--- config.mk ---
export PLATFORM = sky130hd
export DESIGN_NAME = msort_ram
export DESIGN_NICKNAME = d
export VERILOG_FILES = /design/src/assert_macros.svh /design/src/msort_ram.sv
export SDC_FILE = /design/constraint.sdc
export NUM_CORES = 2
export LEC_CHECK = 0
export ABC_AREA = 1
export BUFFER_PORTS_ARGS = -buffer_cell sky130_fd_sc_hd__buf_2
export CAP_MARGIN = 25
export CORE_AREA = 2 2 647 649
export DETAILED_ROUTE_END_ITERATION = 10
export DIE_AREA = 0 0 649 651
export PLACE_DENSITY = 0.45
export SYNTH_ARGS = -nofsm -noshare
export SYNTH_HDL_FRONTEND = slang
export SYNTH_SLANG_ARGS = --single-unit
export TNS_END_PERCENT = 30
--- constraint.sdc ---
create_clock -name aclk -period 4.8 [get_ports aclk]
set_input_delay 0.48 -clock aclk [delete_from_list [all_inputs] [get_ports aclk]]
set_output_delay 0.48 -clock aclk [all_outputs]
set_load 0.01 [all_outputs]
--- src/assert_macros.svh ---
// Assertion macros for the RTL of the merge sort engine.
`ifndef ASSERT_MACROS_SVH
`define ASSERT_MACROS_SVH

// Same-cycle implication, disabled while reset is asserted.
`define ASSERT_IMP(label, clk, rst_n, ante, cons) \
    label: assert property (@(posedge clk) disable iff (!(rst_n)) (ante) |-> (cons)) \
        else $error("implication check failed");

// Next-cycle implication, disabled while reset is asserted.
`define ASSERT_NEXT(label, clk, rst_n, ante, cons) \
    label: assert property (@(posedge clk) disable iff (!(rst_n)) (ante) |=> (cons)) \
        else $error("next-cycle check failed");

`endif

--- src/msort_ram.sv ---
// Generic RAM with one write port and two registered read ports.
`timescale 1ns / 1ps

module msort_ram #(
    parameter int ADDR_W = 6,
    parameter int DATA_W = 32
) (
    input  logic              aclk,
    input  logic              we,
    input  logic [ADDR_W-1:0] waddr,
    input  logic [DATA_W-1:0] wdata,
    input  logic [ADDR_W-1:0] raddr0,
    input  logic [ADDR_W-1:0] raddr1,
    output logic [DATA_W-1:0] rdata0,
    output logic [DATA_W-1:0] rdata1
);

    logic [DATA_W-1:0] mem [2**ADDR_W];
    logic [DATA_W-1:0] rd0_reg;
    logic [DATA_W-1:0] rd1_reg;

    always_ff @(posedge aclk) begin
        if (we) begin
            mem[waddr] <= wdata;
        end
        rd0_reg <= mem[raddr0];
        rd1_reg <= mem[raddr1];
    end

    assign rdata0 = rd0_reg;
    assign rdata1 = rd1_reg;

endmodule

After elaboration in Yosys (flattened, before gate mapping)
Memories as Yosys holds them, arrays and structs flattened. A register that Yosys moved wholly into a read port is not among the register bits. Cells that the tools add are included.

Flip-flop bits (word level): 0. Latch bits: 0. RAM bits: 2048. Memory bits (read-only): 0. Input bits: 52. Output and inout port bits: 64. Word-level logic and storage cells: 3. Memories kept: 1.

Add/subtract/negate cells: 0. Multipliers: 0. Divide/modulo/power cells: 0. $lt $le $gt $ge: 0. Equality and inequality tests: 0. Shift-type cells: 0. Mux-type cells: 2. Bitwise operators: 0. Reductions and logical operators: 0.

Memories: mem (depth 64, width 32, rd ports 2, clocked after memory_dff 2, write ports 1, RTL line msort_ram.sv:18) `logic [DATA_W-1:0] mem [2**ADDR_W];`.

Operator list (number): $mux W1 (2).

Longest topological paths before layout
Word-level depth: 2. Gate-level depth with buffers: 13. Gate-level depth less buffers: 9.

Worst setup path after synthesis
Ideal clock, no wire load.

Kind: input-to-reg. From: input port we. To: memory mem[48][0] (enable). Setup time: 502 ps. Arrival: 4108 ps. Required time: 4298 ps. Slack: 190 ps. Stages on the path: 3. Path buffers: 1. Cell sequence: clkbuf_1 > nand4_1 > nor4_1.

Word-level cells in the longest chain between the ends: 2.

RTL lines: from (decl) (RTL line msort_ram.sv:9) `input logic we,`; $mux W1 (RTL line msort_ram.sv:23) `if (we) begin`; $mux W1 (not written as such) (RTL line msort_ram.sv:24) `mem[waddr] <= wdata;`; to (decl) (RTL line msort_ram.sv:18).

No other way between the ends.

Worst setup path in the final report
From: register rd0_reg[19] (netlist: rdata0[19]), read port of mem. To: output port rdata0[19].

RTL lines: from (decl) (RTL line msort_ram.sv:19) `logic [DATA_W-1:0] rd0_reg;`; to (decl) (RTL line msort_ram.sv:14) `output logic [DATA_W-1:0] rdata0,`.

No word-level cell between the ends.

==> flow_metrics.py <==
metrics = {
    "global_routing": {
        "grt_max_degree": 149,
        "track_usage": 0.213,
        "grt_pass1_vias": 83600,
        "busiest_layer": "met2",
        "use_met3": 0.0296,
        "grt_pass1_wl_mm": 654,
        "antenna_found_initial": 44,
        "grt_overflow": 0,
        "grt_use_met1": 0.277,
        "use_met2": 0.349,
    },
    "worst_setup_path": {
        "crit_required_ns": 4.32,
        "start_kind": "flip-flop",
        "critPathMaxStageDelay_ns": 1.05,
        "r2r-start": "mem[24][22]$_DFFE_PP_",
        "cp_num_buf_inv": 1,
        "worstRegToRegCells": 8,
        "cp_top_family": "flip-flops",
        "critPathCaptureType": "output port",
        "crit_fanout": 18,
        "cp-startpoint": "rdata0[19]$_DFF_P_",
        "cp_num_cells": 1,
        "crit_chain": "buf_2",
        "critical_path_arrival_ns": 2.26,
        "crit_type": "reg -> out",
        "crit_slowest_cell": "dfxtp_1",
    },
    "flow_run": {
        "maxCapViolCount": 0,
    },
    "sta": {
        "tightest_slew_ns": 1.13,
        "clock_skew_ns": 0.0754,
        "whs_ns": 0.118,
        "slew_violations": 0,
        "finalSetupViolCount": 0,
        "fmax_mhz": 365,
        "tns_ns": 0,
        "relSlewSlack": 0.249,
        "fin_crit_sh": 0.571,
        "min_period_ns": 2.74,
        "rsz0062_at_grt": "no",
        "hold_viol": 0,
        "layout_setup_ws_ns": 2.06,
    },
    "cells_and_area": {
        "fillers": 43300,
        "layout_common_cells": "nand2_1, nand3_1, edfxtp_1",
        "layout_commonest_cell": "nand2_1",
        "final_core_utilization": 0.287,
        "seq_area_mm2": 0.0628,
        "area_delta_synth_final_pct": 15.1,
        "nNetsFinal": 11300,
        "multi_input_area_mm2": 0.0367,
        "drive_above_1_share": 0.0768,
        "finalNonFillerCells": 17000,
    },
    "die": {
        "io-pin-count": 116,
        "die_width_um": 649,
        "coreArea_mm2": 0.415,
        "start_util": 0.250,
        "die_area_mm2": 0.422,
        "num_rows": 237,
        "die_h_um": 651,
    },
    "clocking": {
        "clock_latency_ns": 0.97,
        "cts_htree_levels": 4,
        "cts.clk_slew.worst_paths_ns": 0.06,
        "cts_tree": "done",
        "cts_made_buffers": 239,
        "cts_root_buf": "clkbuf_16",
        "clock_sinks": 2112,
        "postCtsResizedCells": 0,
        "cts_buffer_depth": 4,
    },
    "worst_hold_path": {
        "hold_path.class": "in -> reg",
        "hold_path_depth": 1,
        "hold_start": "wdata[2]",
    },
    "place": {
        "portBuffers": 115,
        "dp_hpwl_mm": 264,
        "place_ws_ns": 1.28,
        "place_congestion": 0.824,
        "dpl.cell_count": 16500,
    },
    "synthesis": {
        "syn-num-nets": 11500,
        "synth_cells": 11400,
        "post_synth.cell_area_avg_um2": 9.09,
        "synthTopCellsByArea": "edfxtp_1, nand3_1, nand2_1, buf_2, dfxtp_1",
        "synth_cell_types": 16,
        "synth_area_mm2": 0.104,
        "ys_ff_latch": 2112,
        "yosysTopAreaCell": "edfxtp_1",
        "yosys_warnings": 0,
        "ys_seq_area_frac": 0.606,
        "synth.top_cell.area_share": 0.593,
    },
    "routing": {
        "avgRoutedWirePerCell_um": 27.5,
        "vias": 88000,
        "drc_errors": 0,
        "drt-pass1-iter-count": 6,
        "drt.antenna.violating_nets": 0,
        "routed_wl_mm": 467,
        "drt_iter0_markers": 9965,
        "via_per_inst": 5.18,
    },
    "outcome": {
        "status": "complete, no violations",
    },
    "pwr": {
        "cellPowerDensity_mw_per_mm2": 371,
        "ir_drop_mv": 0.348,
        "leakage_nw": 43.8,
    },
}
-- cell families after synthesis --
| group | share of synthesized area |
|---|---|
| flip-flops | 0.606 |
| AND/OR/NAND/NOR | 0.350 |
| buffers and inverters | 0.0446 |
-- metrics by stage --
stage,power (mW),cell area (µm²)
after floorplan,23.3,104000
after global placement,25.5,111000
after detailed placement,25.5,111000
after CTS,44.5,119000
after global routing,45.5,119000
final,44.2,119000
-- final timing paths --
| path | end | slack [ns] |
|---|---|---|
| max | rdata0[19] | 2.06 |
| min | mem[52][2]$_DFFE_PP_ | 0.12 |
| max reg2reg | rdata1[22]$_DFF_P_ | 2.88 |
| min reg2reg | rdata1[3]$_DFF_P_ | 0.83 |
-- sequential cells by signal (all words and copies together) (netlist names) --
name	cells
rdata1	32
mem	2048
rdata0	32
-- power by group --
part,internal [mW],total (mW),leakage [nW],switching [mW]
Combinational,1.13,4.52,21.0,3.39
Clock,11.0,19.1,3.86,8.11
Sequential,20.4,20.6,19.0,0.226
-- final cells by class --
| type | instances | area share |
|---|---|---|
| timing repair buffer | 466 | 0.0386 |
| clock inverter | 131 | 0.0126 |
| clock buffer | 312 | 0.0539 |
| tap | 5497 | 0.0577 |
| sequential | 2112 | 0.526 |
| multi-input combinational | 8377 | 0.308 |
| inverter | 18 | 0.00131 |
| antenna | 85 | 0.00178 |
-- cell usage after synthesis --
master,instances
nor4_1,8
edfxtp_1,2048
buf_2,511
inv_2,4
clkbuf_1,171
nand3_1,3806
buf_1,95
dfxtp_1,64
nand4_1,9
nand2_1,4498
nor2_1,56
buf_8,1
inv_1,12
buf_4,86
buf_6,30
inv_4,2
-- what timing repair did --
action / CTS / global route
hold buffers: 4 / 1
endpoints found under the hold margin: 52 / 8
setup buffers: 0 / 0
-- per-layer routing --
metal  wire, µm  part of all wire  vias to the layer above
met2     218000              0.47                     4139
met3      33200             0.071                      906
met1     192000              0.41                    43700
met5         92           0.00020                        -
li1           -                 -                    39300
met4      24000             0.051                       14
No activity file was read; power rests on OpenSTA's default activity.
