--- config.mk ---
export PLATFORM = sky130hd
export DESIGN_NAME = msort_merge
export DESIGN_NICKNAME = d
export VERILOG_FILES = /design/src/assert_macros.svh /design/src/msort_pkg.sv /design/src/msort_merge.sv
export SDC_FILE = /design/constraint.sdc
export NUM_CORES = 1
export LEC_CHECK = 0
export ABC_AREA = 1
export BUFFER_PORTS_ARGS = -buffer_cell sky130_fd_sc_hd__buf_2
export CAP_MARGIN = 20
export CORE_ASPECT_RATIO = 2
export CORE_MARGIN = 10
export CORE_UTILIZATION = 25
export CTS_CLUSTER_DIAMETER = 30
export DETAILED_ROUTE_END_ITERATION = 8
export PLACE_DENSITY = 0.53
export SLEW_MARGIN = 20
export SYNTH_ARGS = -nofsm -noshare
export SYNTH_HDL_FRONTEND = slang
export SYNTH_SLANG_ARGS = --single-unit
--- constraint.sdc ---
create_clock -name aclk -period 3.74 [get_ports aclk]
set_input_delay 0.374 -clock aclk [delete_from_list [all_inputs] [get_ports aclk]]
set_output_delay 0.374 -clock aclk [all_outputs]
set_load 0.01 [all_outputs]
--- src/assert_macros.svh ---
// Assertion macros for the RTL of the merge sort engine.
`ifndef ASSERT_MACROS_SVH
`define ASSERT_MACROS_SVH

// Same-cycle implication, disabled while reset is asserted.
`define ASSERT_IMP(label, clk, rst_n, ante, cons) \
    label: assert property (@(posedge clk) disable iff (!(rst_n)) (ante) |-> (cons)) \
        else $error("implication check failed");

// Next-cycle implication, disabled while reset is asserted.
`define ASSERT_NEXT(label, clk, rst_n, ante, cons) \
    label: assert property (@(posedge clk) disable iff (!(rst_n)) (ante) |=> (cons)) \
        else $error("next-cycle check failed");

`endif

--- src/msort_pkg.sv ---
// Package with the types and constants of the merge sort engine.
`timescale 1ns / 1ps

package msort_pkg;

    localparam int DEPTH  = 64;
    localparam int ADDR_W = $clog2(DEPTH);
    localparam int CNT_W  = $clog2(DEPTH + 1);
    localparam int DATA_W = 32;

    typedef struct packed {
        logic signed [DATA_W-1:0] value;
        logic                     last;
    } in_item_t;

    typedef struct packed {
        logic signed [DATA_W-1:0] sorted_value;
        logic                     final_res;
    } out_item_t;

    // Buffer access and status from the merge sequencer.
    typedef struct packed {
        logic              src_b;
        logic [ADDR_W-1:0] rd_addr0;
        logic [ADDR_W-1:0] rd_addr1;
        logic              wr_en;
        logic [ADDR_W-1:0] wr_addr;
        logic [DATA_W-1:0] wr_data;
        logic              done;
    } merge_port_t;

endpackage

--- src/msort_merge.sv ---
// Bottom-up merge sequencer with one shared compare unit, one element per cycle in M_MERGE.
`timescale 1ns / 1ps

module msort_merge (
    input  logic                         aclk,
    input  logic                         aresetn,
    input  logic                         start,
    input  logic [msort_pkg::CNT_W-1:0]  count,
    input  logic [msort_pkg::DATA_W-1:0] a_rdata0,
    input  logic [msort_pkg::DATA_W-1:0] a_rdata1,
    input  logic [msort_pkg::DATA_W-1:0] b_rdata0,
    input  logic [msort_pkg::DATA_W-1:0] b_rdata1,
    output msort_pkg::merge_port_t       port
);

    localparam int CW = msort_pkg::CNT_W;
    localparam int AW = msort_pkg::ADDR_W;

    localparam logic [1:0] M_IDLE  = 2'd0;
    localparam logic [1:0] M_PRIME = 2'd1;
    localparam logic [1:0] M_MERGE = 2'd2;
    localparam logic [1:0] M_DONE  = 2'd3;

    // End of a run starting at lo with length len, clipped to n.
    function automatic logic [CW-1:0] run_bound(input logic [CW-1:0] lo,
                                                input logic [CW:0]   len,
                                                input logic [CW-1:0] n);
        logic [CW:0] sum;
        sum = {1'b0, lo} + len;
        if (sum > {1'b0, n}) begin
            return n;
        end
        return sum[CW-1:0];
    endfunction

    logic [1:0]    state_reg, state_next;
    logic [CW-1:0] n_reg, n_next;
    logic [CW-1:0] w_reg, w_next;
    logic [CW-1:0] mid_reg, mid_next;
    logic [CW-1:0] hi_reg, hi_next;
    logic [CW-1:0] i_reg, i_next;
    logic [CW-1:0] j_reg, j_next;
    logic [CW-1:0] k_reg, k_next;
    logic          src_b_reg, src_b_next;

    logic [msort_pkg::DATA_W-1:0] head_l, head_r;
    logic                         take_left;
    logic [CW-1:0]                k_inc, w_dbl, mid_new;
    logic                         run_end, pass_end;
    logic [AW-1:0]                rd_addr0, rd_addr1;
    logic                         wr_en;

    assign head_l    = src_b_reg ? b_rdata0 : a_rdata0;
    assign head_r    = src_b_reg ? b_rdata1 : a_rdata1;
    // Equal heads take the left run to keep input order.
    assign take_left = (i_reg < mid_reg) &&
                       ((j_reg >= hi_reg) || ($signed(head_l) <= $signed(head_r)));
    assign k_inc     = k_reg + CW'(1);
    assign run_end   = (k_inc == hi_reg);
    assign pass_end  = run_end && (hi_reg == n_reg);
    assign w_dbl     = {w_reg[CW-2:0], 1'b0};
    assign mid_new   = run_bound(hi_reg, {1'b0, w_reg}, n_reg);

    always_comb begin
        state_next = state_reg;
        n_next     = n_reg;
        w_next     = w_reg;
        mid_next   = mid_reg;
        hi_next    = hi_reg;
        i_next     = i_reg;
        j_next     = j_reg;
        k_next     = k_reg;
        src_b_next = src_b_reg;
        wr_en      = 1'b0;
        rd_addr0   = i_reg[AW-1:0];
        rd_addr1   = j_reg[AW-1:0];
        case (state_reg)
            M_IDLE: begin
                if (start) begin
                    n_next     = count;
                    src_b_next = 1'b0;
                    if (count <= CW'(1)) begin
                        state_next = M_DONE;
                    end else begin
                        w_next     = CW'(1);
                        mid_next   = run_bound('0, (CW+1)'(1), count);
                        hi_next    = run_bound('0, (CW+1)'(2), count);
                        i_next     = '0;
                        j_next     = run_bound('0, (CW+1)'(1), count);
                        k_next     = '0;
                        state_next = M_PRIME;
                    end
                end
            end
            M_PRIME: begin
                // present read addresses i and j so that the heads arrive for M_MERGE
                state_next = M_MERGE;
            end
            M_MERGE: begin
                wr_en  = 1'b1;
                k_next = k_inc;
                if (take_left) begin
                    i_next = i_reg + CW'(1);
                end else begin
                    j_next = j_reg + CW'(1);
                end
                if (pass_end) begin
                    src_b_next = !src_b_reg;
                    if (w_dbl >= n_reg) begin
                        state_next = M_DONE;
                    end else begin
                        w_next     = w_dbl;
                        mid_next   = run_bound('0, {1'b0, w_dbl}, n_reg);
                        hi_next    = run_bound('0, {w_dbl, 1'b0}, n_reg);
                        i_next     = '0;
                        j_next     = run_bound('0, {1'b0, w_dbl}, n_reg);
                        k_next     = '0;
                        state_next = M_PRIME;
                    end
                end else if (run_end) begin
                    // start the next run pair without a bubble
                    mid_next = mid_new;
                    hi_next  = run_bound(hi_reg, {w_reg, 1'b0}, n_reg);
                    i_next   = hi_reg;
                    j_next   = mid_new;
                    k_next   = hi_reg;
                    rd_addr0 = hi_reg[AW-1:0];
                    rd_addr1 = mid_new[AW-1:0];
                end else begin
                    rd_addr0 = i_next[AW-1:0];
                    rd_addr1 = j_next[AW-1:0];
                end
            end
            M_DONE: begin
                state_next = M_IDLE;
            end
            default: begin
                state_next = M_IDLE;
            end
        endcase
    end

    always_ff @(posedge aclk) begin
        if (!aresetn) begin
            state_reg <= M_IDLE;
            src_b_reg <= 1'b0;
        end else begin
            state_reg <= state_next;
            src_b_reg <= src_b_next;
        end
        n_reg   <= n_next;
        w_reg   <= w_next;
        mid_reg <= mid_next;
        hi_reg  <= hi_next;
        i_reg   <= i_next;
        j_reg   <= j_next;
        k_reg   <= k_next;
    end

    always_comb begin
        port.src_b    = src_b_reg;
        port.rd_addr0 = rd_addr0;
        port.rd_addr1 = rd_addr1;
        port.wr_en    = wr_en;
        port.wr_addr  = k_reg[AW-1:0];
        port.wr_data  = take_left ? head_l : head_r;
        port.done     = (state_reg == M_DONE);
    end

endmodule

Yosys cells after proc, flatten, opt, wreduce, memory -nomap -nowiden
Index checks and enable logic that the tools add are counted.

Bits in registers: 52. Bits of input ports: 138. Output and inout bits: 53. Word-level logic and storage cells: 132.

Add/sub/neg operators: 5. Magnitude comparators: 11. Equality and inequality tests: 11. Muxes and demuxes: 84. Reduce and logical (&&, ||, !) cells: 12.

Operator list (number): two-way mux 7 bit (39); two-way mux 32 bit (3); one-hot mux 7 bit (2 select lines) (6); two-way mux 6 bit (6); <= comparator 32 bit (1); > comparator 8 x 7 -> 1 bit (3); two-way mux 1 bit (24); adder 7 x 1 -> 7 bit, second input constant (3); == test 7 bit (2); greater-or-equal comparator 7 bit (2); AND reduction 5 bit (2); adder 7 x 7 -> 8 bit (1); adder 7 x 8 -> 8 bit (1); two-way mux 2 bit (4); != test 2 bit, second input constant (4); one-hot mux 2 bit (4 select lines) (1); > comparator 1 x 7 -> 1 bit, first input constant (1); > comparator 2 x 7 -> 1 bit, first input constant (1); > comparator 7 bit (1); <= comparator 7 x 1 -> 1 bit, second input constant (1); less-than comparator 7 bit (1); != test 3 bit, second input constant (2); AND reduction 3 bit (2); == test 2 bit, second input constant (2); 8 further kinds (10).

Longest topological paths before layout
Gate-level depths: netlist (run 1).

Depth after elaboration: 10. Mapped depth: 25. Depth with buffers taken out: 24.

Worst setup path after synthesis (run 1)
Ideal clock, no wire load.

Path kind: reg2out. Start point: register src_b_reg. End point: output port[10] (netlist bit). Arrival: 3152 ps. Required time: 3366 ps. Path slack: 214 ps. Stages on the path, launching flop included: 18. Path buffers: 3. Cells stage by stage: dfxtp_1 clkbuf_1 buf_1 mux2i_1 ha_1 nand2_1 inv_1 nor2_1 o21a_1 nand2_1 a21oi_1 nand2_1 nand2_1 nand3_2 nand2_1 inv_2 clkbuf_1 o21ai_0.

RTL lines: start, declared (line msort_merge.sv:44) `logic src_b_reg, src_b_next;`; start signal, assigned (line msort_merge.sv:149) `src_b_reg <= src_b_next;`; end, declared (line msort_merge.sv:13) `output msort_pkg::merge_port_t port`.

==> results.md, run 1 <==
Route:
- The via density per instance is around 4.8.
- For this run, design rule violations remaining after detail routing come to 0.
- Dividing the detail-routed wire length by the instance count gives between 15 and 20 um.
- After the first detailed-routing iteration, the DRC count stood at between 200 and 300.
- The detail route stage leaves a number of antenna-violating nets equal to 0.
- The final routed wirelength across all metal layers is 30.3 mm.
- For this run, the detailed router's first-pass iteration total came to 5.
- The routed layout has between 7000 and 8000 vias.

Synthesis:
- The leading area contributor after synthesis is sky130_fd_sc_hd__edfxtp_1.
- The share of synthesized flip-flops with an asynchronous set or reset is 0%.
- The share of the synthesized area in the top cell type is 22.0%.
- sky130_fd_sc_hd__nand2_1 is the most common cell in the netlist.
- By area the synthesized netlist is led by sky130_fd_sc_hd__edfxtp_1 22%, sky130_fd_sc_hd__nand2_1 20%, sky130_fd_sc_hd__ha_1 16%, sky130_fd_sc_hd__o21ai_0 5.7%, sky130_fd_sc_hd__inv_1 5.0%.
- The cell area that synthesis handed to floorplanning was between 6000 and 7000 um^2.
- By count the netlist is led by 362 x sky130_fd_sc_hd__nand2_1, 89 x sky130_fd_sc_hd__inv_1, 86 x sky130_fd_sc_hd__ha_1, 76 x sky130_fd_sc_hd__o21ai_0, 66 x sky130_fd_sc_hd__nor2_1.
- Synthesis instantiated 52 different standard cells from the library.
- The average size of a mapped cell is ~6.8 um^2.
- Synthesis produced a netlist whose cell count is 981.
- The dominant synthesized flop cell is sky130_fd_sc_hd__edfxtp_1.
- In this run, synthesis inferred a little under 50 flip-flops with an integrated enable.
- The number of nets in the synthesized netlist is approximately 1200.
- The count of warnings emitted by yosys is 0.
- The synthesized design contains 52 register bits.
- After synthesis, flip-flops and latches occupy between 20% and 30% of the total area.

Worst setup path:
- The number of buffers and inverters on the critical path is 3.
- Walking the worst path, the cells encountered are ha_2, inv_2, fa_2, o21ai_2, nand2_1, nand2_1, a21oi_2, xor2_1, inv_1, ha_4, nand4_1, o22ai_4, nand2_4, o21ai_1, nand2_1, nand2_1, nand2_2, nand2_2, buf_6.
- The cell count along the critical path is 19.
- For this design, the slowest cell found on the critical path is sky130_fd_sc_hd__edfxtp_1.
- The worst-case register-to-register setup slack is 230 ps.
- In this run the critical register-to-register path is captured at mid_reg[2]$_DFFE_PP_.
- The number of cells on the worst reg-to-reg path is 21.
- Data arrives at the worst endpoint at 3410 ps.
- On the critical path the largest part of the delay comes from adder cells.
- The startpoint type of the worst setup path is a register.
- The worst register-to-register path begins at w_reg[0]$_SDFFCE_PN1P_.
- In this design, the stage delay of the slowest critical-path cell is approximately 380 ps.
- The critical path start-end classification is register to output port.
- The critical path required time is between 3000 and 4000 ps.
- The worst setup path is captured at an output port.
- The largest fanout on the critical path is 7.
- The library cell appearing most often on the critical path is sky130_fd_sc_hd__nand2_1.

Power:
- The power consumption is ~3.5 mW.
- The worst IR drop on VDD is between 0.00015 and 0.0002 V.
- Registers are responsible for approximately 22% of the overall power.
- The leakage power is 4.65 nW.
- The cell-internal power is approximately 1.9 mW.
- In this run, the clock network consumes 16.2% of the power.
- The switching power share of the total is a little under half.
- Combinational logic is responsible for 61.7% of the overall power.
- The switching component of the power is about 1.6 mW.
- The power density over cell area is just under 400 nW/um^2.

Global route:
- The global-route wire length before repair is about 43 mm.
- Entering global routing, the biggest net connects 63 pins.
- The number of antenna violations at the first check in global routing is 0.
- In the global route stage, met1 resource usage came out at ~14%.
- The met3 demand-to-capacity share in global routing is 2.74%.
- The met2 track demand over resource in global routing is 32.4%.
- For this run the aggregate overflow at the end of global routing stands at 0.
- The busiest layer in global routing is met2.
- The number of global-route vias before repair was approximately 7400.
- For this run, the total global-route usage over all layers was measured as between 15 and 20%.

Die:
- In this run the core area contains between 80 and 90 standard-cell rows.
- The total area inside the core boundary comes to ~26000 um^2.
- The initial utilization of the core area, before any placement, comes to between 20% and 30%.
- During I/O placement, the number of pins put on the boundary was 191.
- The die covers ~34000 um^2.
- The die span in x is approximately 140 um.
- In this run the vertical extent of the chip is 251 um.

Placed design:
- The number of buffers inserted by port buffering is 190.
- At the end of routability-driven placement, the weighted congestion stood at just under 1.
- The HPWL after detailed placement is around 24 mm.
- The setup slack after placement is -100 ps.

Clocking:
- TritonCTS built the clock tree.
- The insertion delay of the later-clocked pin in the worst-skew pair is 320 ps.
- The clock input transition at the sequential cells of the worst setup and hold paths is ~70 ps.
- The CTS root buffer is sky130_fd_sc_hd__clkbuf_16.
- The number of H-tree levels is 2.
- No sink is reached through more buffers than the 2 on the longest clock path.
- The clock net in this run drives a total of 52 sinks.
- TritonCTS created 5 clock buffers.

STA:
- The maximum clock frequency is between 0.2 and 0.3 GHz.
- Setup slack on the critical path of the routed design comes to -46.7 ps.
- The final critical delay including setup and external delays is 3790 ps.
- Dividing the final minimum period by the clock period gives 101%.
- The headroom to the max-slew limit is ~55%.
- The number of hold-slack violations in the final timing report is 0.
- The post-route worst hold slack is roughly 250 ps.
- The max-slew violation count came to 0.
- For the pin with the worst max-slew slack, the measured transition is about 670 ps.
- In the final timing run, aggregate negative setup slack is -204 ps.
- Between clock sinks in the finished design, the worst skew comes to approximately 11 ps.
- The count of final setup violators is 6.
- Setup repair after global routing could not meet its margin everywhere.

Worst hold path:
- The type of the tightest min-delay check is input pin to register.
- The worst hold path terminates at n_reg[5]$_DFFE_PP_.
- Along the worst hold path, the cell count comes to 1.
- The startpoint identified for the worst hold timing path is count[5].

Layout:
- The share of layout cells above drive strength 1 is between 20% and 30%.
- 0 antenna diodes ended up in the layout.
- The filler cells instantiated in the layout total 2855.
- The final net count is roughly 1400.
- Relative to the synthesized area, the layout overhead comes to 35.0%.

Run status:
- The run finished, with violations left.
- The final reports fail on negative setup slack.

Run:
- Max-cap violations in this run came to 0.
==> per-layer routing <==
| metal | vias up | share of wire [%] |
|---|---|---|
| li1 | 3722 | - |
| met1 | 3362 | 30 |
| met2 | 270 | 57 |
| met3 | 83 | 5.0 |
| met4 | 0 | 7.9 |
| met5 | - | 0 |
==> area by class of cell <==
cell class	instances	area, um^2	area share (%)
multi-input cells	800	4850	53.8
flip-flops and latches	52	1540	17.0
clock inverters	2	35.0	0.389
inverters	95	370	4.11
repair buffers	261	1660	18.5
well taps	344	430	4.77
clock buffers	6	129	1.43
==> cells in the final DEF, fill, tap and decap left out, types with 3 or more instances in the layout <==
| master | Yosys | layout |
|---|---|---|
| sky130_fd_sc_hd__nand2_1 | 362 | 346 |
| sky130_fd_sc_hd__buf_2 | 7 | 184 |
| sky130_fd_sc_hd__inv_1 | 89 | 87 |
| sky130_fd_sc_hd__ha_1 | 86 | 81 |
| sky130_fd_sc_hd__o21ai_0 | 76 | 66 |
| sky130_fd_sc_hd__nor2_1 | 66 | 61 |
| sky130_fd_sc_hd__buf_4 | 11 | 57 |
| sky130_fd_sc_hd__edfxtp_1 | 49 | 49 |
| sky130_fd_sc_hd__nand3_1 | 49 | 47 |
| sky130_fd_sc_hd__a21oi_1 | 45 | 41 |
| sky130_fd_sc_hd__mux2i_1 | 32 | 22 |
| sky130_fd_sc_hd__xor2_1 | 16 | 15 |
| sky130_fd_sc_hd__nand2_2 | 0 | 14 |
| sky130_fd_sc_hd__buf_6 | 1 | 12 |
| sky130_fd_sc_hd__xnor2_1 | 11 | 10 |
| sky130_fd_sc_hd__o21ai_1 | 4 | 9 |
| sky130_fd_sc_hd__clkbuf_16 | 0 | 9 |
| sky130_fd_sc_hd__mux2i_2 | 0 | 8 |
| sky130_fd_sc_hd__nand4_1 | 8 | 8 |
| sky130_fd_sc_hd__o21ai_2 | 2 | 7 |
| sky130_fd_sc_hd__a21oi_2 | 0 | 4 |
| sky130_fd_sc_hd__nand2_4 | 1 | 4 |
| sky130_fd_sc_hd__nor2_2 | 1 | 4 |
| sky130_fd_sc_hd__o21a_1 | 4 | 4 |
| sky130_fd_sc_hd__nand3_2 | 2 | 4 |
| sky130_fd_sc_hd__a211oi_1 | 4 | 4 |
| sky130_fd_sc_hd__ha_4 | 0 | 4 |
| sky130_fd_sc_hd__buf_12 | 0 | 4 |
| sky130_fd_sc_hd__inv_2 | 3 | 3 |
| sky130_fd_sc_hd__nor2_4 | 1 | 3 |
==> how the worst max path moves through the flow <==
stage / start / endpoint / slack, ps
floorplan: src_b_reg$_SDFFE_PN0P_ / port[10] / 210
global route: w_reg[0]$_SDFFCE_PN1P_ / port[44] / -290
CTS: w_reg[0]$_SDFFCE_PN1P_ / port[42] / -50
finish: w_reg[0]$_SDFFCE_PN1P_ / port[41] / -50
detailed placement: w_reg[0]$_SDFFCE_PN1P_ / port[44] / -100
global placement: w_reg[0]$_SDFFCE_PN1P_ / port[44] / -50
==> power by group through the flow <==
stage	Sequential [mW]	Combinational [mW]	Clock [mW]
after floorplan	0.763	1.12	0
final	0.766	2.14	0.560
after global placement	0.777	1.83	0
after detailed placement	0.777	1.83	0
after global routing	0.773	2.37	0.584
after CTS	0.766	1.95	0.563
==> per-stage QoR <==
stage,utilization (%),instance area [um^2],std cells
6_report,34.3,9010,1560
5_1_grt,34.3,9010,1560
4_1_cts,33.0,8670,1551
3_5_place_dp,31.6,8310,1533
3_3_place_gp,31.6,8310,1533
2_1_floorplan,-,6680,981
==> cells by family (layout without fill, tap and decap cells) <==
| family | Yosys count | count (layout) | synth area share (%) |
|---|---|---|---|
| AND/OR/NAND/NOR | 502 | 503 | 30.9 |
| AO/OA/AOI/OAI | 150 | 150 | 12.7 |
| buffers and inverters | 130 | 364 | 8.45 |
| adder cells (fa/ha/maj) | 88 | 88 | 16.7 |
| flip-flops | 52 | 52 | 22.9 |
| multiplexers | 32 | 32 | 4.80 |
| XOR/XNOR | 27 | 27 | 3.54 |
==> timing repair <==
action	4_1_cts	5_1_grt
gates resized for setup	34	52
hold buffers	0	0
hold endpoints to repair	0	0
pin swaps	16	19
gates cloned	1	7
endpoints found under the setup margin	9	47
buffers inserted	10	5
No activity file was read; power rests on OpenSTA's default activity.
==> run 2: changes to the inputs <==
Settings changed: GPL_TIMING_DRIVEN set to 0, SKIP_CTS_REPAIR_TIMING set to 1, SLEW_MARGIN 20 to 5.
==> results.md, run 2 (synthesized netlist as in run 1, its figures left out) <==
Route:
- The number of iterations in the first detailed-routing pass came to 4 (-1).
- The via density per instance is 4.79 (+0.52%).
- The detailed router's first-iteration violation count is 320 (+18%).
- The via count is 7586 (+2.0%).
- The number of antenna-violating nets in the routed design is 0 (unchanged).
- The routed wirelength normalized by instance count was 18.3 um (-5.9%).
- The final routed wirelength across all metal layers came to 29.0 mm (-4.5%).
- The count of unresolved DRC violations after routing is 0 (unchanged).

Power:
- The power density over cell area is 396 nW/um^2 (+3.0%).
- The power consumption is 3.88 mW (+12%).
- The leakage power is 4.87 nW (+4.8%).
- The worst IR drop on VDD is 0.000225 V (+30%).

Worst hold path:
- The type of the tightest min-delay check is input pin to register.
- The worst hold path endpoint is n_reg[4]$_DFFE_PP_.
- The worst hold path begins at count[4].
- The number of instances on the worst hold path is 1 (unchanged).

STA:
- The worst setup skew after layout came to 7.45 ps (-3.44 ps).
- The maximum clock frequency is 0.249 GHz (-5.9%).
- The total negative slack for setup checks is -1390 ps (-1190 ps).
- The count of final setup violators is 6 (unchanged).
- The max-slew violation count is 0 (unchanged).
- The number of hold-slack violations in the final timing report is 0 (unchanged).
- The post-layout worst setup margin is -283 ps (-236 ps).
- The part of the cycle the worst path needs is 108% (+6.3 points).
- The headroom to the max-slew limit is 41.2% (-14 points).
- The final critical delay including setup and external delays is 4020 ps (+236 ps).
- Setup repair after global routing could not meet its margin everywhere.
- The transition time at the pin with the least slew margin is 878 ps (+208 ps).

Layout:
- The leading cell type in the layout, fill and taps excluded is sky130_fd_sc_hd__nand2_1.
- The area of the multi-input gates is 5280 um^2 (+8.9%).
- The share of layout cells above drive strength 1 is 35.4% (+7.0 points).
- The number of filler cells placed in the layout is 2757 (-3.4%).
- The flip-flop and latch area is 1540 um^2 (unchanged).
- The final standard cell count with taps included and fillers excluded was 1583 (+1.5%).
- The final net count is 1463 (+1.5%).
- In the layout the commonest cells are 315 x sky130_fd_sc_hd__nand2_1, 183 x sky130_fd_sc_hd__buf_2, 82 x sky130_fd_sc_hd__inv_1, 74 x sky130_fd_sc_hd__ha_1, 59 x sky130_fd_sc_hd__nor2_1.
- The area growth from synthesis to final layout is 46.8%.

Run:
- The max-capacitance violation count came to 0 (unchanged).

Clocking:
- The number of buffers inserted during clock tree synthesis came to 5 (unchanged).
- The TritonCTS sink count was 52 (unchanged).
- The clock input transition at the sequential cells of the worst setup and hold paths is 70 ps (about the same).
- The number of H-tree levels is 2 (unchanged).
- In this run the clock root is driven by a sky130_fd_sc_hd__clkbuf_16.
- The insertion delay of the later-clocked pin in the worst-skew pair is 310 ps (about the same).
- The maximum clock insertion buffer count is 2 (unchanged).
- The TritonCTS clock tree is yes.

Worst setup path:
- The worst reg2reg path startpoint is hi_reg[0]$_DFFE_PP_.
- The critical path required time is 3370 ps (about the same).
- The buffers plus inverters on the worst setup path is 4 (+1).
- The cell with the biggest individual delay on the critical path is sky130_fd_sc_hd__edfxtp_1.
- STA classifies the critical path startpoint as a register.
- The cell class contributing the biggest share of worst-path delay is adder cells.
- The capturing element type of the critical path is an output port.
- The length in cells of the worst reg-to-reg path is 21 (unchanged).
- In this run the critical register-to-register path is captured at j_reg[6]$_DFFE_PP_.
- The library cell appearing most often on the critical path is sky130_fd_sc_hd__nand2_2.
- The worst-case register-to-register setup slack is 240 ps (about the same).
- The worst setup path is of the register to output port kind.
- The arrival time reported for the critical path endpoint is 3650 ps (+240 ps).
- The largest fanout on the critical path is 5 (-2).
- The maximum cell stage delay along the critical path was 530 ps (+150 ps).
- Traced cell by cell, the critical path runs through ha_2, inv_2, fa_2, o21ai_4, nand2_1, nand2_2, a21oi_2, xor2_1, inv_1, ha_4, nand4_1, o22ai_2, nand2_2, buf_6, o21ai_1, nand2_1, nand2_2, nand2_4, nand2_4, buf_6.

Run status:
- The flow ran to the end, but the final reports show violations.
- The final reports fail on negative setup slack.

Global route:
- The number of global-route vias before repair was 7313 (-1.1%).
- The maximum number of pins on one net before global-route repair is 17 (-73%).
- The total routing resource utilization after global routing is 15.6% (-0.95 points).
- The global-route wire length before repair is 41.2 mm (-4.1%).
- The remaining global-route overflow is 0 (unchanged).
- The number of antenna violations at the first check in global routing was 1 (+1).

Die:
- The total I/O pin count is 191 (unchanged).
- The die span in x is 136 um (unchanged).
- The site row count came to 84 (unchanged).
- The effective utilization at floorplan is 25.4% (unchanged).
- The placeable core region is 26300 um^2 (unchanged).
- The floorplan die height is 251 um (unchanged).
- The full die area is 34000 um^2 (unchanged).

Placed design:
- The final weighted congestion in routability-driven placement is 0.963 (+0.30%).
- The total placed cells including tap cells is 1517 (-1.0%).
- The HPWL after detailed placement is 23.8 mm (-2.7%).
- The number of buffers inserted by port buffering came to 190 (unchanged).
[run 2: cell count changes in the layout (fill, tap and decap cells not counted), sizes merged]
cell      before  now
buf          257  277
bufinv         1    3
clkbuf        10   12
clkinv         2    1
clkinvlp       1    2
diode          0    1
inv           93   92
nand2        364  363
[run 2: worst max-delay path by stage]
stage	start	depth (start not counted)	slack, ps	to
after floorplan	src_b_reg$_SDFFE_PN0P_	17	210	port[10]
after global placement	count[6]	8	-1610	hi_reg[0]$_DFFE_PP_
after detailed placement	src_b_reg$_SDFFE_PN0P_	17	-1230	port[17]
after CTS	src_b_reg$_SDFFE_PN0P_	17	-1560	port[17]
after global routing	hi_reg[0]$_DFFE_PP_	21	-400	port[45]
final	hi_reg[0]$_DFFE_PP_	20	-280	port[44]
[run 2: layer usage]
layer  share of wire (%)  vias up  global-route usage [%]
met5                   0        -                       0
li1                    -     3775                       -
met1                  31     3490                    12.9
met3                 5.1       80                    2.28
met4                 7.3        0                    11.5
met2                  57      241                    31.4
[run 2: final cells by class]
type	count	share of cell area, %
Multi-Input combinational cell	799	53.9
Timing Repair Buffer	249	16.3
Sequential cell	52	15.7
Tap cell	344	4.39
Inverter	95	3.87
Buffer	35	3.65
Clock buffer	5	1.28
Clock inverter	3	0.919
Antenna cell	1	0.0255
[run 2: stage by stage]
step / utilization, % / setup slack, ps / hold slack (ps) / instance area, um^2
2_1_floorplan: - / 214 / 473 / 6680
3_3_place_gp: 30.7 / -1610 / 544 / 8060
3_5_place_dp: 30.8 / -1230 / 558 / 8080
4_1_cts: 31.6 / -1560 / 242 / 8300
5_1_grt: 37.3 / -401 / 242 / 9800
6_report: 37.3 / -283 / 245 / 9800
[run 2: where the power goes]
group	total (mW)	switching, mW	internal, mW
sequential	0.792	0.0868	0.705
combinational	2.40	1.34	1.05
clock	0.689	0.237	0.452
==> run 3: changes to the inputs <==
Settings changed: CORE_UTILIZATION 25 to 49, PLACE_DENSITY 0.53 to 0.79.
Clock period 3.74 ns to 3.3 ns, I/O delays scaled along.
==> results.md, run 3 (synthesized netlist as in run 1, its figures left out) <==
Run status:
- The run finished, with violations left.
- The checks that failed: negative setup slack.

Route:
- The via density per instance was 6.13 (+28%).
- The number of iterations in the first detailed-routing pass is 5 (+1).
- The final routed wirelength across all metal layers is 32.8 mm (+13%).
- The detailed router's first-iteration violation count is 778 (+140%).
- The routed wirelength normalized by instance count came to 23.5 um (+28%).
- The via count came to 8570 (+13%).
- The number of antenna-violating nets in the routed design came to 0 (unchanged).
- The count of unresolved DRC violations after routing is 0 (unchanged).

Worst setup path:
- The maximum cell stage delay along the critical path came to 430 ps (-100 ps).
- The length in cells of the worst reg-to-reg path is 21 (unchanged).
- The worst-case register-to-register setup slack is -70 ps (-310 ps).
- Walking the worst path, the cells encountered are ha_2, inv_2, fa_2, o21ai_2, nand2_1, nand2_1, a21oi_2, xor2_1, inv_1, ha_4, nand4_1, o22ai_2, nand2_2, buf_6, o21ai_1, nand2_1, nand2_1, nand2_2, nand2_2, buf_6.
- The largest fanout on the critical path was 5 (unchanged).
- The critical path start-end classification is register to output port.
- The capturing element type of the critical path is an output port.
- The worst reg2reg path startpoint is w_reg[0]$_SDFFCE_PN1P_.
- The endpoint of the most critical setup path is port[43].
- The critical path required time was 2970 ps (-400 ps).
- The worst register-to-register path ends at j_reg[6]$_DFFE_PP_.
- The startpoint type of the worst setup path is a register.
- The arrival time reported for the critical path endpoint came to 3500 ps (-150 ps).
- The library cell appearing most often on the critical path is sky130_fd_sc_hd__nand2_1.
- The cell with the biggest individual delay on the critical path is sky130_fd_sc_hd__edfxtp_1.
- The launch point of the worst path is w_reg[0]$_SDFFCE_PN1P_.

STA:
- The worst setup skew after layout is 4.31 ps (-3.13 ps).
- The part of the cycle the worst path needs is 116%.
- The transition time at the pin with the least slew margin is 824 ps (-53.8 ps).
- The post-layout worst setup margin is -529 ps (-246 ps).
- The max-slew violation count is 0 (unchanged).
- The maximum clock frequency is between 0.2 and 0.3 GHz.
- The post-route worst hold slack is 214 ps (-31.2 ps).
- The headroom to the max-slew limit is 44.8% (+3.6 points).
- The number of hold-slack violations in the final timing report came to 0 (unchanged).
- The count of final setup violators is 47 (+41).
- The total negative slack for setup checks was -18300 ps (-16910 ps).
- Setup repair after global routing could not meet its margin everywhere.
- The final critical delay including setup and external delays is around 3800 ps.

Clocking:
- The number of buffers inserted during clock tree synthesis came to 5 (unchanged).
- The TritonCTS sink count is 52 (unchanged).
- The cell sitting at the root of the clock tree is a sky130_fd_sc_hd__clkbuf_16.
- The maximum clock insertion buffer count is 2 (unchanged).
- The TritonCTS clock tree is yes.
- The clock input transition at the sequential cells of the worst setup and hold paths is 70 ps (about the same).
- The number of H-tree levels is 2 (unchanged).
- The insertion delay of the later-clocked pin in the worst-skew pair is 300 ps (about the same).

Die:
- The effective utilization at floorplan is 49.7% (+24 points).
- The total I/O pin count is 191 (unchanged).
- The die span in x came to 103 um (-24%).
- The site row count is 60 (-29%).
- The floorplan die height is 185 um (-26%).
- The full die area came to 19000 um^2 (-44%).
- The placeable core region is 13400 um^2 (-49%).

Layout:
- The leading cell type in the layout, fill and taps excluded is sky130_fd_sc_hd__nand2_1.
- The final cell utilization of the core is 73.8% (+36 points).
- The share of layout cells above drive strength 1 came to 40.4% (+5.0 points).
- The post-route standard cell area excluding fillers is 9910 um^2 (+1.1%).
- The final net count was 1462 (-0.068%).
- Relative to the synthesized area, the layout overhead comes to 48.4%.
- Leaving out fill and tap cells, the most frequent cells in the layout are 284 x sky130_fd_sc_hd__nand2_1, 186 x sky130_fd_sc_hd__buf_2, 81 x sky130_fd_sc_hd__inv_1, 71 x sky130_fd_sc_hd__ha_1, 62 x sky130_fd_sc_hd__nand2_2.
- The final standard cell count with taps included and fillers excluded is 1398 (-12%).

Worst hold path:
- The type of the tightest min-delay check is input pin to register.

Power:
- The switching power share of the total was 47.1% (+4.1 points).
- The register share of total power is 19.1% (-1.3 points).
- The power consumption is 4.65 mW (+20%).
- The cell-internal power is 2.46 mW (+11%).
- The switching component of the power is 2.19 mW (+31%).
- The worst IR drop on VDD is 0.000309 V (+37%).
- The power density over cell area is 469 nW/um^2 (+19%).
- The leakage power is 4.98 nW (+2.2%).
- The share of total power in the clock network is 12.0% (-5.8 points).
- The share of power burned in combinational logic came to 68.9% (+7.1 points).

Global route:
- The global-route wire length before repair is 37.7 mm (-8.7%).
- The number of global-route vias before repair is 7154 (-2.2%).
- The remaining global-route overflow came to 0 (unchanged).
- The total routing resource utilization after global routing is 25.6% (+10 points).
- The number of antenna violations at the first check in global routing is 4 (+3).
- The maximum number of pins on one net before global-route repair is 18 (+1).

Placed design:
- The number of buffers inserted by port buffering came to 190 (unchanged).
- The cell area after placement was 7850 um^2 (-2.9%).
- The total placed cells including tap cells is 1328 (-12%).
- The setup slack after placement was -975 ps (+251 ps).
- The final weighted congestion in routability-driven placement is 0.949 (-1.5%).
- The HPWL after detailed placement is 21.1 mm (-11%).

Run:
- The max-capacitance violation count was 0 (unchanged).
-- run 3: changes by cell type in the layout (fill, tap and decap cells not counted), moves of 4 or more --
cell	before	now
sky130_fd_sc_hd__nand2_1	315	284
sky130_fd_sc_hd__nand2_2	41	62
sky130_fd_sc_hd__o21ai_2	11	25
sky130_fd_sc_hd__nand2_4	6	16
sky130_fd_sc_hd__o21ai_1	32	22
sky130_fd_sc_hd__buf_6	24	18
sky130_fd_sc_hd__mux2i_1	12	6
sky130_fd_sc_hd__o21ai_0	38	32
sky130_fd_sc_hd__diode_2	1	6
sky130_fd_sc_hd__buf_8	7	11
-- run 3: layout make-up --
cell class                      instances  area, um^2
Multi-Input combinational cell        799        5650
Fill cell                             906        3530
Timing Repair Buffer                  248        1630
Sequential cell                        52        1540
Inverter                               95         379
Buffer                                 35         357
Tap cell                              155         194
Clock buffer                            7         143
Antenna cell                            6        15.0
Clock inverter                          1        7.51
-- run 3: worst min path at each step --
stage              from            endpoint  slack (ps)  cells past startpoint
3_5_place_dp   count[4]  n_reg[4]$_DFFE_PP_         520                      1
2_1_floorplan  count[0]  n_reg[0]$_DFFE_PP_         430                      0
3_3_place_gp   count[1]  n_reg[1]$_DFFE_PP_         520                      1
4_1_cts        count[4]  n_reg[4]$_DFFE_PP_         210                      1
6_report       count[4]  n_reg[4]$_DFFE_PP_         210                      1
5_1_grt        count[2]  n_reg[2]$_DFFE_PP_         210                      1
-- run 3: critical path, delay by kind of cell, from the launching register on --
kind            cells  cell delay [ps]
flops               1              430
simple gates        8              720
buf+inv             4              440
compound gates      4              560
fa+ha+maj           3              860
xor+xnor            1              190
-- run 3: power groups by stage --
stage | clock network [mW] | registers (mW) | logic, mW
after global placement | 0 | 0.902 | 1.89
final | 0.556 | 0.889 | 3.20
after CTS | 0.552 | 0.887 | 1.94
after global routing | 0.579 | 0.894 | 3.41
after detailed placement | 0 | 0.902 | 1.93
after floorplan | 0 | 0.864 | 1.27
-- run 3: layer usage --
layer	wire, um	global-route usage, %	vias to the layer above
met2	16700	50.3	641
li1	-	-	3769
met3	3030	3.70	250
met1	9770	21.8	3910
met4	3320	18.8	0
met5	0	0	-
